--- src/rtl/core/wdsc_pkg.sv ---
// Package: shared types, constants and calendar helpers for the workday counter.
package wdsc_pkg;

  localparam int unsigned BaseYear = 2000;
  localparam int unsigned YearW    = 12;
  localparam int unsigned CountW   = 20;
  localparam int unsigned DayNumW  = 21;

  typedef enum logic [2:0] {
    ST_IDLE,
    ST_DAYS,
    ST_WEEK,
    ST_SUM,
    ST_HOLI,
    ST_DONE
  } wdsc_state_t;

  typedef struct packed {
    logic load;
    logic calc_days;
    logic calc_week;
    logic calc_sum;
    logic step_year;
    logic out_valid;
  } wdsc_cmd_t;

  typedef struct packed {
    logic last_year;
    logic out_taken;
  } wdsc_sts_t;

  // Year times 2^19/100: bits [24:19] hold y/100, and the low 19 bits stay
  // below 5243 exactly when y is a multiple of 100 (any 12-bit year).
  function automatic logic [24:0] scale100(input logic [YearW-1:0] y);
    begin
      scale100 = 25'(y) * 25'(5243);
    end
  endfunction

  // Leap year test on a year value.
  function automatic logic is_leap(input logic [YearW-1:0] y);
    logic [24:0] p;
    logic        c100;
    logic        c400;
    begin
      p    = scale100(y);
      c100 = (p[18:0] < 19'd5243);
      c400 = c100 && (p[20:19] == 2'd0);
      is_leap = ((y[1:0] == 2'd0) && !c100) || c400;
    end
  endfunction

  // Remainder by 7: fold octal digits, since 8 leaves 1.
  function automatic logic [2:0] mod7(input logic [DayNumW-1:0] n);
    logic [5:0] s;
    logic [3:0] t;
    logic [3:0] v;
    begin
      s = '0;
      for (int i = 0; i < DayNumW / 3; i++) s = s + 6'(n[3*i +: 3]);
      t = 4'(s[5:3]) + 4'(s[2:0]);
      v = 4'(t[3]) + 4'(t[2:0]);
      mod7 = (v >= 4'd7) ? 3'(v - 4'd7) : v[2:0];
    end
  endfunction

  // Quotient by 7 through a reciprocal multiply; exact for any 21-bit value.
  function automatic logic [CountW-1:0] div7(input logic [DayNumW-1:0] n);
    logic [42:0] p;
    begin
      p    = 43'(n) * 43'(2396746);
      div7 = CountW'(p[42:24]);
    end
  endfunction

  // Days before the start of month m (1..12) in a common year.
  function automatic logic [8:0] month_start(input logic [3:0] m);
    begin
      unique case (m)
        4'd1:    month_start = 9'd0;
        4'd2:    month_start = 9'd31;
        4'd3:    month_start = 9'd59;
        4'd4:    month_start = 9'd90;
        4'd5:    month_start = 9'd120;
        4'd6:    month_start = 9'd151;
        4'd7:    month_start = 9'd181;
        4'd8:    month_start = 9'd212;
        4'd9:    month_start = 9'd243;
        4'd10:   month_start = 9'd273;
        4'd11:   month_start = 9'd304;
        4'd12:   month_start = 9'd334;
        default: month_start = 9'd0;
      endcase
    end
  endfunction

  function automatic logic [4:0] month_len(input logic [3:0] m, input logic lp);
    begin
      unique case (m)
        4'd2:                       month_len = lp ? 5'd29 : 5'd28;
        4'd4, 4'd6, 4'd9, 4'd11:    month_len = 5'd30;
        default:                    month_len = 5'd31;
      endcase
    end
  endfunction

  function automatic logic is_holiday(input logic [3:0] m, input logic [4:0] d);
    begin
      is_holiday = (m == 4'd1 && d == 5'd1) || (m == 4'd5 && d == 5'd1) ||
                   (m == 4'd5 && d == 5'd8) || (m == 4'd7 && d == 5'd5) ||
                   (m == 4'd7 && d == 5'd6) || (m == 4'd9 && d == 5'd28) ||
                   (m == 4'd10 && d == 5'd28) || (m == 4'd11 && d == 5'd17) ||
                   (m == 4'd12 && d >= 5'd24 && d <= 5'd26);
    end
  endfunction

  // Day of year (0-based) of a holiday slot, with leap correction.
  function automatic logic [8:0] holiday_doy(input logic [3:0] idx, input logic lp);
    logic [8:0] base;
    begin
      unique case (idx)
        4'd0:    base = 9'd0;
        4'd1:    base = 9'd120;
        4'd2:    base = 9'd127;
        4'd3:    base = 9'd185;
        4'd4:    base = 9'd186;
        4'd5:    base = 9'd270;
        4'd6:    base = 9'd300;
        4'd7:    base = 9'd320;
        4'd8:    base = 9'd357;
        4'd9:    base = 9'd358;
        default: base = 9'd359;
      endcase
      holiday_doy = (idx != 4'd0 && lp) ? base + 9'd1 : base;
    end
  endfunction

  // Day of year of a holiday slot taken modulo 7, with leap correction.
  function automatic logic [2:0] holiday_dow(input logic [3:0] idx, input logic lp);
    logic [2:0] base;
    begin
      unique case (idx)
        4'd0:    base = 3'd0;
        4'd1:    base = 3'd1;
        4'd2:    base = 3'd1;
        4'd3:    base = 3'd3;
        4'd4:    base = 3'd4;
        4'd5:    base = 3'd4;
        4'd6:    base = 3'd6;
        4'd7:    base = 3'd5;
        4'd8:    base = 3'd0;
        4'd9:    base = 3'd1;
        default: base = 3'd2;
      endcase
      if (idx != 4'd0 && lp) holiday_dow = (base == 3'd6) ? 3'd0 : base + 3'd1;
      else                   holiday_dow = base;
    end
  endfunction

endpackage

--- src/rtl/core/wdsc_if.sv ---
// Interfaces: valid/ready channels for requests and results.
interface wdsc_req_if;
  logic        valid;
  logic        ready;
  logic        mode;
  logic [11:0] first_year;
  logic [3:0]  first_month;
  logic [4:0]  first_day;
  logic [11:0] second_year;
  logic [3:0]  second_month;
  logic [4:0]  second_day;
  modport source (output valid, mode, first_year, first_month, first_day,
                  second_year, second_month, second_day, input ready);
  modport sink (input valid, mode, first_year, first_month, first_day,
                second_year, second_month, second_day, output ready);
endinterface

interface wdsc_res_if;
  logic        valid;
  logic        ready;
  logic        valid_res;
  logic        is_work_day;
  logic [19:0] total_days;
  logic [19:0] work_days;
  modport source (output valid, valid_res, is_work_day, total_days, work_days,
                  input ready);
  modport sink (input valid, valid_res, is_work_day, total_days, work_days,
                output ready);
endinterface

--- src/rtl/core/wdsc_ctrl.sv ---
// Controller: sequences load, day numbers, weekday count, holiday sweep, output.
module wdsc_ctrl (
  input  logic              clk,
  input  logic              rst,
  input  logic              in_valid,
  output logic              in_ready,
  input  wdsc_pkg::wdsc_sts_t sts,
  output wdsc_pkg::wdsc_cmd_t cmd
);
  import wdsc_pkg::*;

  wdsc_state_t state, state_next;

  always_ff @(posedge clk) begin
    if (rst) state <= ST_IDLE;
    else     state <= state_next;
  end

  // Next state
  always_comb begin
    state_next = state;
    unique case (state)
      ST_IDLE: if (in_valid) state_next = ST_DAYS;
      ST_DAYS: state_next = ST_WEEK;
      ST_WEEK: state_next = ST_SUM;
      ST_SUM:  state_next = ST_HOLI;
      ST_HOLI: if (sts.last_year) state_next = ST_DONE;
      ST_DONE: if (sts.out_taken) state_next = ST_IDLE;
      default: state_next = ST_IDLE;
    endcase
  end

  // Outputs
  always_comb begin
    cmd      = '0;
    in_ready = 1'b0;
    unique case (state)
      ST_IDLE: begin
        in_ready = 1'b1;
        cmd.load = in_valid;
      end
      ST_DAYS: cmd.calc_days = 1'b1;
      ST_WEEK: cmd.calc_week = 1'b1;
      ST_SUM:  cmd.calc_sum = 1'b1;
      ST_HOLI: cmd.step_year = 1'b1;
      ST_DONE: cmd.out_valid = 1'b1;
      default: ;
    endcase
  end
endmodule

--- src/rtl/core/wdsc_dp.sv ---
// Datapath: date checks, day numbers, weekday count and per-year holiday sweep.
module wdsc_dp #(
  parameter int unsigned MAX_YEAR = 4095
) (
  input  logic                clk,
  input  logic                mode,
  input  logic [11:0]         first_year,
  input  logic [3:0]          first_month,
  input  logic [4:0]          first_day,
  input  logic [11:0]         second_year,
  input  logic [3:0]          second_month,
  input  logic [4:0]          second_day,
  input  wdsc_pkg::wdsc_cmd_t cmd,
  input  logic                out_ready,
  output wdsc_pkg::wdsc_sts_t sts,
  output logic                valid_res,
  output logic                is_work_day,
  output logic [19:0]         total_days,
  output logic [19:0]         work_days
);
  import wdsc_pkg::*;

  logic             r_mode;
  logic [YearW-1:0] y1, y2, ycur;
  logic [3:0]       m1, m2;
  logic [4:0]       d1, d2;
  logic             ok1, ok2;
  logic [DayNumW-1:0] n1, n2, ystart;
  logic [CountW-1:0] wcount;
  logic              rng_ok;
  logic [CountW-1:0] q1, q2;
  logic [2:0]        r1, r2, ydow;
  logic              sweep_on;
  logic              lp_cur;

  // Date validity
  function automatic logic date_ok(input logic [YearW-1:0] y, input logic [3:0] m,
                                   input logic [4:0] d);
    begin
      date_ok = (y >= YearW'(BaseYear)) && (32'(y) <= MAX_YEAR) &&
                (m >= 4'd1) && (m <= 4'd12) && (d >= 5'd1) &&
                (d <= month_len(m, is_leap(y)));
    end
  endfunction

  // Day number of 1 Jan of year y, counted from 1 Jan 2000
  function automatic logic [DayNumW-1:0] year_base(input logic [YearW-1:0] y);
    logic [YearW-1:0] dy, ym;
    logic [24:0]      p;
    logic [5:0]       q;
    logic [DayNumW-1:0] lp;
    begin
      dy = y - YearW'(BaseYear);
      ym = y - 12'd1;
      p  = scale100(ym);
      q  = p[24:19];
      lp = DayNumW'(ym[YearW-1:2]) - DayNumW'(q) + DayNumW'(q[5:2]) - DayNumW'(484);
      year_base = DayNumW'(dy) * DayNumW'(365) + lp;
    end
  endfunction

  function automatic logic [DayNumW-1:0] day_in(input logic [YearW-1:0] y,
                                                input logic [3:0] m, input logic [4:0] d);
    logic [8:0] ms;
    begin
      ms = month_start(m);
      if (m > 4'd2 && is_leap(y)) ms = ms + 9'd1;
      day_in = DayNumW'(ms) + DayNumW'(d) - DayNumW'(1);
    end
  endfunction

  // Weekdays among day numbers below 7*q+r
  function automatic logic [CountW-1:0] wk_from(input logic [CountW-1:0] q,
                                                input logic [2:0] r);
    begin
      wk_from = (q << 2) + q + ((r > 3'd2) ? CountW'(r - 3'd2) : '0);
    end
  endfunction

  assign lp_cur = is_leap(ycur);

  // Holidays of the current sweep year that fall on weekdays in range
  logic [DayNumW-1:0] hday [11];
  logic [3:0]         hsum [11];
  logic [10:0]        hit;
  logic [3:0]         nhit;
  always_comb begin
    nhit = '0;
    for (int i = 0; i < 11; i++) begin
      hday[i] = ystart + DayNumW'(holiday_doy(4'(i), lp_cur));
      hsum[i] = 4'(ydow) + 4'(holiday_dow(4'(i), lp_cur));
      hit[i]  = (hday[i] >= n1) && (hday[i] <= n2) &&
                (((hsum[i] >= 4'd7) ? (hsum[i] - 4'd7) : hsum[i]) >= 4'd2);
      nhit    = nhit + 4'(hit[i]);
    end
  end

  always_ff @(posedge clk) begin
    if (cmd.load) begin
      r_mode <= mode;
      y1 <= first_year;  m1 <= first_month;  d1 <= first_day;
      y2 <= second_year; m2 <= second_month; d2 <= second_day;
      ycur <= first_year;
    end
    // Check dates and form day numbers
    if (cmd.calc_days) begin
      ok1    <= date_ok(y1, m1, d1);
      ok2    <= date_ok(y2, m2, d2);
      n1     <= year_base(y1) + day_in(y1, m1, d1);
      n2     <= year_base(y2) + day_in(y2, m2, d2);
      ystart <= year_base(y1);
    end
    // Split day numbers into weeks and weekday slots, set result flags
    if (cmd.calc_week) begin
      rng_ok      <= r_mode ? (ok1 && ok2 && (n2 >= n1)) : ok1;
      is_work_day <= !r_mode && ok1 && (mod7(n1) >= 3'd2) && !is_holiday(m1, d1);
      sweep_on    <= r_mode && ok1 && ok2 && (n2 >= n1);
      q1          <= div7(n1);
      r1          <= mod7(n1);
      q2          <= div7(n2 + DayNumW'(1));
      r2          <= mod7(n2 + DayNumW'(1));
      ydow        <= mod7(ystart);
    end
    // Weekday count over the range
    if (cmd.calc_sum) wcount <= wk_from(q2, r2) - wk_from(q1, r1);
    // Step one year through the range, dropping holiday weekdays
    if (cmd.step_year && sweep_on) begin
      wcount <= wcount - CountW'(nhit);
      ystart <= ystart + (lp_cur ? DayNumW'(366) : DayNumW'(365));
      ycur   <= ycur + 12'd1;
      ydow   <= lp_cur ? ((ydow >= 3'd5) ? ydow - 3'd5 : ydow + 3'd2)
                       : ((ydow == 3'd6) ? 3'd0 : ydow + 3'd1);
    end
  end

  assign sts.last_year = !sweep_on || !(ycur < y2);
  assign sts.out_taken = out_ready;

  assign valid_res  = rng_ok;
  assign total_days = (r_mode && rng_ok) ? CountW'(n2 - n1 + DayNumW'(1)) : '0;
  assign work_days  = (r_mode && rng_ok) ? wcount : '0;
endmodule

--- src/rtl/core/workday_and_span_counter_unit.sv ---
// Workday and span counter: one calendar request in, one result out.
// Request channel (req): mode 0 asks whether first date is a working day;
// mode 1 counts total and working days over first..second inclusive.
// Result channel (res): valid_res, is_work_day, total_days, work_days.
// A taken request passes through the day-number, weekday-count and sum
// states, then the holiday sweep, after which res.valid rises; the sweep
// steps one year per cycle through a single holiday comparator bank up to
// the last year of a valid range. Invalid or single-date requests skip the sweep.
// One request is worked at a time; req.ready is high only when idle, the
// cycle after the result leaves, so a new request waits for the last result.
// The result holds on res until res.ready is seen; no request is taken
// meanwhile. Synchronous reset returns to idle and drops any pending result.
// Years 2000..MAX_YEAR are valid; others give valid_res = 0 and zero counts.
module workday_and_span_counter_unit #(
  parameter int unsigned MAX_YEAR = 4095
) (
  input logic       clk,
  input logic       rst,
  wdsc_req_if.sink  req,
  wdsc_res_if.source res
);
  import wdsc_pkg::*;

  wdsc_cmd_t cmd;
  wdsc_sts_t sts;

  wdsc_ctrl u_ctrl (
    .clk(clk), .rst(rst), .in_valid(req.valid), .in_ready(req.ready),
    .sts(sts), .cmd(cmd)
  );

  wdsc_dp #(.MAX_YEAR(MAX_YEAR)) u_dp (
    .clk(clk), .mode(req.mode),
    .first_year(req.first_year), .first_month(req.first_month),
    .first_day(req.first_day), .second_year(req.second_year),
    .second_month(req.second_month), .second_day(req.second_day),
    .cmd(cmd), .out_ready(res.ready), .sts(sts),
    .valid_res(res.valid_res), .is_work_day(res.is_work_day),
    .total_days(res.total_days), .work_days(res.work_days)
  );

  assign res.valid = cmd.out_valid;
endmodule

--- src/flat_wrapper.sv ---
// flat-port wrapper written by rule: the top's interface ports become plain ports
module workday_and_span_counter_unit_flat import wdsc_pkg::*;
#(
  parameter int unsigned MAX_YEAR = 4095
)
  (clk, rst, req_valid, req_mode, req_first_year, req_first_month, req_first_day, req_second_year, req_second_month, req_second_day, req_ready, res_valid, res_valid_res, res_is_work_day, res_total_days, res_work_days, res_ready);
  wdsc_req_if req_i ();
  wdsc_res_if res_i ();
  input logic clk;
  input logic rst;
  input wire logic [$bits(req_i.valid)-1:0] req_valid;
  input wire logic [$bits(req_i.mode)-1:0] req_mode;
  input wire logic [$bits(req_i.first_year)-1:0] req_first_year;
  input wire logic [$bits(req_i.first_month)-1:0] req_first_month;
  input wire logic [$bits(req_i.first_day)-1:0] req_first_day;
  input wire logic [$bits(req_i.second_year)-1:0] req_second_year;
  input wire logic [$bits(req_i.second_month)-1:0] req_second_month;
  input wire logic [$bits(req_i.second_day)-1:0] req_second_day;
  output wire logic [$bits(req_i.ready)-1:0] req_ready;
  output wire logic [$bits(res_i.valid)-1:0] res_valid;
  output wire logic [$bits(res_i.valid_res)-1:0] res_valid_res;
  output wire logic [$bits(res_i.is_work_day)-1:0] res_is_work_day;
  output wire logic [$bits(res_i.total_days)-1:0] res_total_days;
  output wire logic [$bits(res_i.work_days)-1:0] res_work_days;
  input wire logic [$bits(res_i.ready)-1:0] res_ready;
  assign req_i.valid = req_valid;
  assign req_i.mode = req_mode;
  assign req_i.first_year = req_first_year;
  assign req_i.first_month = req_first_month;
  assign req_i.first_day = req_first_day;
  assign req_i.second_year = req_second_year;
  assign req_i.second_month = req_second_month;
  assign req_i.second_day = req_second_day;
  assign req_ready = req_i.ready;
  assign res_valid = res_i.valid;
  assign res_valid_res = res_i.valid_res;
  assign res_is_work_day = res_i.is_work_day;
  assign res_total_days = res_i.total_days;
  assign res_work_days = res_i.work_days;
  assign res_i.ready = res_ready;
  workday_and_span_counter_unit #(.MAX_YEAR(MAX_YEAR)) u_core (.clk(clk), .rst(rst), .req(req_i), .res(res_i));
endmodule
--- config.mk ---
export PLATFORM = sky130hd
export DESIGN_NAME = workday_and_span_counter_unit_flat
export DESIGN_NICKNAME = d
export VERILOG_FILES = /design/src/rtl/core/wdsc_pkg.sv /design/src/rtl/core/wdsc_if.sv /design/src/rtl/core/wdsc_ctrl.sv /design/src/rtl/core/wdsc_dp.sv /design/src/rtl/core/workday_and_span_counter_unit.sv /design/src/flat_wrapper.sv
export SDC_FILE = /design/constraint.sdc
export NUM_CORES = 2
export LEC_CHECK = 0
export BUFFER_PORTS_ARGS = -buffer_cell sky130_fd_sc_hd__buf_2
export CORE_MARGIN = 3
export CORE_UTILIZATION = 65
export DETAILED_ROUTE_END_ITERATION = 10
export PLACE_DENSITY_LB_ADDON = 0.08
export SETUP_SLACK_MARGIN = 0.4
export SLEW_MARGIN = 10
export SYNTH_ARGS = -nofsm -noshare
export SYNTH_HDL_FRONTEND = slang
export SYNTH_SLANG_ARGS = --single-unit
--- constraint.sdc ---
create_clock -name clk -period 25.9 [get_ports clk]
set_clock_uncertainty 0.1 [all_clocks]
set_input_delay 5.18 -clock clk [delete_from_list [all_inputs] [get_ports clk]]
set_output_delay 5.18 -clock clk [all_outputs]
set_load 0.02 [all_outputs]
* Word level (Yosys, flattened, before mapping)
Memories as Yosys holds them, arrays and structs flattened. A register that Yosys moved wholly into a read port is not among the register bits.
Cells that the tools add are included.
Widths: inputs -> output; s select.
** Storage, ports and cells
- Register bits :: 193
- Bits in read-only memories :: 288
- Word-level logic and storage cells :: 387
- Bits of input ports :: 47
- Memories :: 2
- Output and inout port bits :: 44
** Memories
- (no name shown) :: words 16, bits a word 9, rd ports 1, clocked after memory_dff 1, write ports 0, RTL line wdsc_pkg.sv:79 : unique case (m)
- (no name shown) :: words 16, bits a word 9, rd ports 1, clocked after memory_dff 1, write ports 0, RTL line wdsc_pkg.sv:79
** Cells by class
- Reduce and logical (&&, ||, !) cells :: 91
- Multiplexer cells :: 70
- Eq/ne operators :: 30
- Order comparisons :: 64
- Add/sub/neg operators :: 98
- $mul :: 9
** Operator list (number)
- $ge 21x21->1 :: 12
- $le 21x21->1 :: 11
- $add 21x9->21 :: 7
- $mux 20 :: 6
- $add 21x21->21 :: 4
- $mul 21x21->42 const B :: 2
- $add 21x8->21 :: 3
- $mul 12x13->21 const B :: 3
- $logic_and 1x1->1 :: 58
- $lt 19x13->1 const B :: 3
- $add 6x3->6 :: 9
- $mux 9 :: 6
- $mul 12x13->25 const B :: 2
- $add 3x3->4 :: 12
- $mux 4 :: 11
- $mul 12x9->21 const B :: 2
- $mux 21 :: 2
- $add 20x19->20 :: 2
- $add 20x20->20 :: 2
- $ge 4x3->1 const B :: 10
- $sub 20x20->20 :: 2
- $mux 3 :: 13
- $ge 4x2->1 const B :: 8
- $add 4x1->4 :: 7
- other kinds (65) :: 165

* Longest topological paths before layout
- Depth in word-level cells :: 23
- Mapped depth :: 63
- Gate-level depth less buffers :: 62

* Modules after synthesis
A second synthesis with hierarchy kept.
** Unflattened totals
- Cells, all modules :: 6780
- Area, all modules :: 62771.5 µm²
** By module, submodules not included
- wdsc_dp :: area each 62581.3 µm², sequential area each 6065.8 µm², instances 1, cells each 6758
- wdsc_ctrl :: area each 190.2 µm², sequential area each 60.1 µm², instances 1, cells each 22

* Worst setup path after synthesis
Ideal clock, no wire load.
- Kind :: reg-to-reg
- From :: register u_core.u_dp.ycur[5]
- To :: register u_core.u_dp.wcount[17], data pin
- Required time :: 25.530 ns
- Slack :: 11.505 ns
- Setup time :: 0.270 ns
- Arrival :: 14.025 ns
- Stages on the path, launching flop included :: 61
- Clock period less this slack :: 14.395 ns
- Path buffers :: 0
- Cell sequence :: edfxtp_1 > inv_1 > fa_1 > fa_1 > inv_1 > ha_1 > fa_1 > inv_1 > fa_1 > inv_1 > ha_1 > nand3_1 > o211ai_1 > o41ai_1 > nand2b_1 > a21o_1 > a21oi_1 > a311o_1 > [... 25 more ...] > inv_1 > fa_1 > fa_1 > inv_1 > fa_1 > inv_1 > ha_1 > nor2b_1 > o21ai_1 > nand2b_1 > a21o_1 > a21o_1 > or3_1 > or3b_2 > nor3b_1 > nand2_1 > xor2_1 > mux2i_1
** Between the ends
- Longest elaborated chain between the ends :: 23
- Elaborated cells on any way between the ends :: 121
- Those cells by class :: add/sub: 35; mul: 1; order compare: 35; mux: 25; reduce/logical: 25
** RTL lines
- start, declared :: RTL line wdsc_dp.sv:24 : logic [YearW-1:0] y1, y2, ycur;
- start signal, assigned :: RTL line wdsc_dp.sv:103 : ycur <= first_year;
- start signal, assigned :: RTL line wdsc_dp.sv:130 : ycur <= ycur + 12'd1;
- $mul 12x13->21 * :: RTL line wdsc_pkg.sv:36 : scale100 = 25'(y) * 25'(5243);
- $lt 19x13->1 :: RTL line wdsc_pkg.sv:47 : c100 = (p[18:0] < 19'd5243);
- $logic_not 1->1 :: RTL line wdsc_pkg.sv:49 : is_leap = ((y[1:0] == 2'd0) && !c100) || c400;
- $logic_and 1x1->1 :: RTL line wdsc_pkg.sv:49
- $logic_or 1x1->1 * :: RTL line wdsc_pkg.sv:49
- parallel branches: the longest is 15 deep, another holds $add 21x7->21
- $add 4x1->4 * :: RTL line wdsc_dp.sv:94 : nhit = nhit + 4'(hit[i]);
- $sub 20x4->20 * :: RTL line wdsc_dp.sv:128 : wcount <= wcount - CountW'(nhit);
- $mux 20 * :: RTL line wdsc_dp.sv:127 : if (cmd.step_year && sweep_on) begin
- end signal, assigned :: RTL line wdsc_dp.sv:125 : if (cmd.calc_sum) wcount <= wk_from(q2, r2) - wk_from(q1, r1);
- end signal, assigned :: RTL line wdsc_dp.sv:128
- end, declared :: RTL line wdsc_dp.sv:29 : logic [CountW-1:0] wcount;
Mark *: on every way between the ends.
A chain may end at the register's enable or synchronous reset.

* Worst setup path after layout
- From :: register u_core.u_dp.ycur[5]
- To :: register u_core.u_dp.wcount[19], data pin
Same word-level chain as after synthesis.

==> results.sh <==
export IMPL_syn2layout_area_growth_pct=5.37
export IMPL_maxCapViolCount=0
export IMPL_initial_utilization_pct=65.8
export IMPL_worstPathRequired_ns=26.15
export IMPL_path_clk_slew_ns=0.06
export IMPL_criticalPathCategory="register to register"
export IMPL_clk_path_buf_depth=3
export IMPL_cp_slowest_stage_delay_ns=0.59
export IMPL_antenna_found_initial=1
export IMPL_htreeDepth=1
export IMPL_placed_cells=8133
export IMPL_grt_ovfl_total=0
export IMPL_synth_area_per_cell_sq_um=9.26
export IMPL_rows=113
export IMPL_final_cell_mix="1593 x ha_1, 1280 x inv_1, 642 x fa_1, 360 x xnor2_1, 325 x a21oi_1"
export IMPL_die_h_um=317
export IMPL_arrival_ns=16.73
export IMPL_drt_wl_total_mm=174
export IMPL_worstSetupEndpointType="register"
export IMPL_cts_resized=0
export IMPL_status="finished, final reports clean"
export IMPL_drc=0
export IMPL_clock_latency_ns=0.61
export IMPL_synth_edf_count=190
export IMPL_post_route_period_util_pct=63.6
export IMPL_synth_area_leader_cell="ha_1"
export IMPL_multi_input_area_sq_um=51500
export IMPL_grt_pass1_wl_mm=276
export IMPL_via_per_inst=5.99
export IMPL_num_vias=49000
export IMPL_relSlewSlack_pct=11.6
export IMPL_holdBufCountCts=0
export IMPL_cp_slowest_cell="mux2_2"
export IMPL_place_congestion=1.04
export IMPL_tns_ns=0
export IMPL_nFillCells=7779
export IMPL_worst_slack_ns=9.43
export IMPL_reg2regPathDepth=60
export IMPL_cts_sinks=211
export IMPL_postCtsSetupBuffers=0
export IMPL_synthesis_area_sq_um=62800
export IMPL_setup_viol=0
export IMPL_final_hold_viol_count=0
export IMPL_coreArea_sq_um=95400
export IMPL_grt_max_degree=63
export IMPL_num_io_pins=91
export IMPL_hpwl_mm=142
export IMPL_first_global_vias=50200
export IMPL_synth_cell_types=92
export IMPL_synth_async_reset_ratio_pct=0
export IMPL_worst_slew_pin_slew_ns=1.32
export IMPL_post_route_util_pct=69.3
export IMPL_yosysWarnings=0
export IMPL_nets=9181
export IMPL_layout_drive_gt1_share_pct=4.10
export IMPL_synth_cells=6778
export IMPL_cts_made_buffers=29
export IMPL_ys_seq_elements=211
export IMPL_root_buffer="clkbuf_16"
export IMPL_netlist_area_leader_share_pct=31.8
export IMPL_layoutNonFillerInstCount=8189
export IMPL_wl_per_cell_um=21.3
export IMPL_ant_nets=0
export IMPL_cts_tree="done"
export IMPL_ys_top_cells_by_area="ha_1 32%, fa_1 20%, edfxtp_1 9.1%, inv_1 7.7%, xnor2_1 5.0%"
export IMPL_r2r_end="u_core.u_dp.wcount[19]"
export IMPL_grt_total_usage_pct=35.3
export IMPL_path_max_fanout=17
export IMPL_die_area_sq_um=100000
export IMPL_finalMaxSlewViolations=0
export IMPL_synth_ff_type="edfxtp_1"
export IMPL_rrSetupSlack_ns=9.43
export IMPL_final_common_cell="ha_1"
export IMPL_register_area_sq_um=6130
export IMPL_pre_cts_ws_ns=9.58
export IMPL_cp_start_kind="register"
export IMPL_seq_area_frac_synth_pct=9.76
export IMPL_die_w_um=317
export IMPL_crit_end="u_core.u_dp.wcount[19]"
export IMPL_fmax_mhz=60.7
export IMPL_min_path_type="register to register"
export IMPL_firstDrtPassIters=6
export IMPL_rsz0062_at_grt="no"
export IMPL_cpMostUsedCell="fa_1"
export IMPL_finalCriticalPeriod_ns=16.47
export IMPL_synth_fp_nets=9060
export IMPL_drtIter0Drc=3464
export IMPL_crit_start="u_core.u_dp.ycur[5]"
export IMPL_port_buffers=90
export IMPL_r2r_start="u_core.u_dp.ycur[5]"
[cells by family (layout without fill, tap and decap cells)]
logic type,count (synthesis),after routing,share of synthesized area (%)
other,0,2,0
AO/OA/AOI/OAI,1163,1163,12.0
multiplexers,41,41,0.674
AND/OR/NAND/NOR,1248,1248,9.85
buffers and inverters,1363,1507,8.16
XOR/XNOR,517,517,7.28
adder cells (fa/ha/maj),2235,2235,52.2
flip-flops,211,211,9.76
[flip-flops by register name, indices dropped and copies added, names as in the netlist, 4 cells and up, named ones only]
name,flops
u_core.u_dp.d1,5
u_core.u_dp.d2,5
u_core.u_dp.m1,4
u_core.u_dp.m2,4
u_core.u_dp.n1,21
u_core.u_dp.n2,21
u_core.u_dp.q1,19
u_core.u_dp.q2,19
u_core.u_dp.wcount,20
u_core.u_dp.y1,12
u_core.u_dp.y2,12
u_core.u_dp.ycur,12
u_core.u_dp.ystart,21
[metal layers]
layer,GRT usage (%),share of wire (%),vias to the layer above
li1,-,-,23300
met1,47.4,43,23600
met2,57.2,45,1689
met3,6.20,8.1,454
met4,13.6,4.6,0
met5,0,0,-
[cells in the mapped netlist (13+ instances only)]
master       n
nor3_1      96
fa_1       642
nor4_1      30
xor2_1     153
o21a_1      94
a221oi_1    13
o21bai_1    35
ha_1      1593
nand2_1    302
or3_1       18
dfxtp_1     21
a21boi_0    18
inv_1     1280
buf_1       13
a31oi_1     30
o211ai_1    19
nor2_1     301
and2_1      17
nand3_1    104
a211oi_1    33
mux2i_1     31
clkbuf_1    67
o31ai_1     16
or2_2       17
nand4_1    103
and3_1      54
nand2b_1    57
a21oi_1    325
a21o_1     213
o21ai_0    227
xnor2_1    360
nor2b_1     87
edfxtp_1   190
[critical path, delay by kind of cell, from the launching register on]
kind / cells / cell delay [ns]
simple gates: 16 / 3.25
mux: 2 / 0.67
xor+xnor: 2 / 0.38
fa+ha+maj: 15 / 6.41
compound gates: 17 / 3.94
flops: 1 / 0.44
buf+inv: 8 / 1.02
[layout make-up]
| class | count | share of cell area, % |
|---|---|---|
| Antenna cell | 2 | 0.00757 |
| Clock buffer | 39 | 1.26 |
| Clock inverter | 15 | 0.254 |
| Inverter | 1281 | 7.27 |
| Multi-Input combinational cell | 5204 | 77.9 |
| Sequential cell | 211 | 9.26 |
| Tap cell | 1265 | 2.39 |
| Timing Repair Buffer | 172 | 1.61 |
[worst min-delay path by stage]
stage	start	to	slack, ns	cells after the start
floorplan	u_core.u_ctrl.state[2]	u_core.u_ctrl.state[1]	0.40	1
global placement	u_core.u_ctrl.state[2]	u_core.u_ctrl.state[1]	0.49	1
detailed placement	u_core.u_ctrl.state[2]	u_core.u_ctrl.state[1]	0.51	1
CTS	u_core.u_ctrl.state[2]	u_core.u_ctrl.state[1]	0.50	1
global route	u_core.u_ctrl.state[2]	u_core.u_ctrl.state[1]	0.54	1
finish	u_core.u_ctrl.state[2]	u_core.u_ctrl.state[1]	0.50	1
[through the flow]
step / cell area, sq um / hold slack [ns]
after detailed placement: 65100 / 0.506
after CTS: 66100 / 0.503
after global routing: 66100 / 0.535
after floorplan: 62800 / 0.403
after global placement: 65100 / 0.494
final: 66100 / 0.504
Power is not shown: default switching activity piles up to over one toggle a cycle in this logic, so the estimate is an artifact.
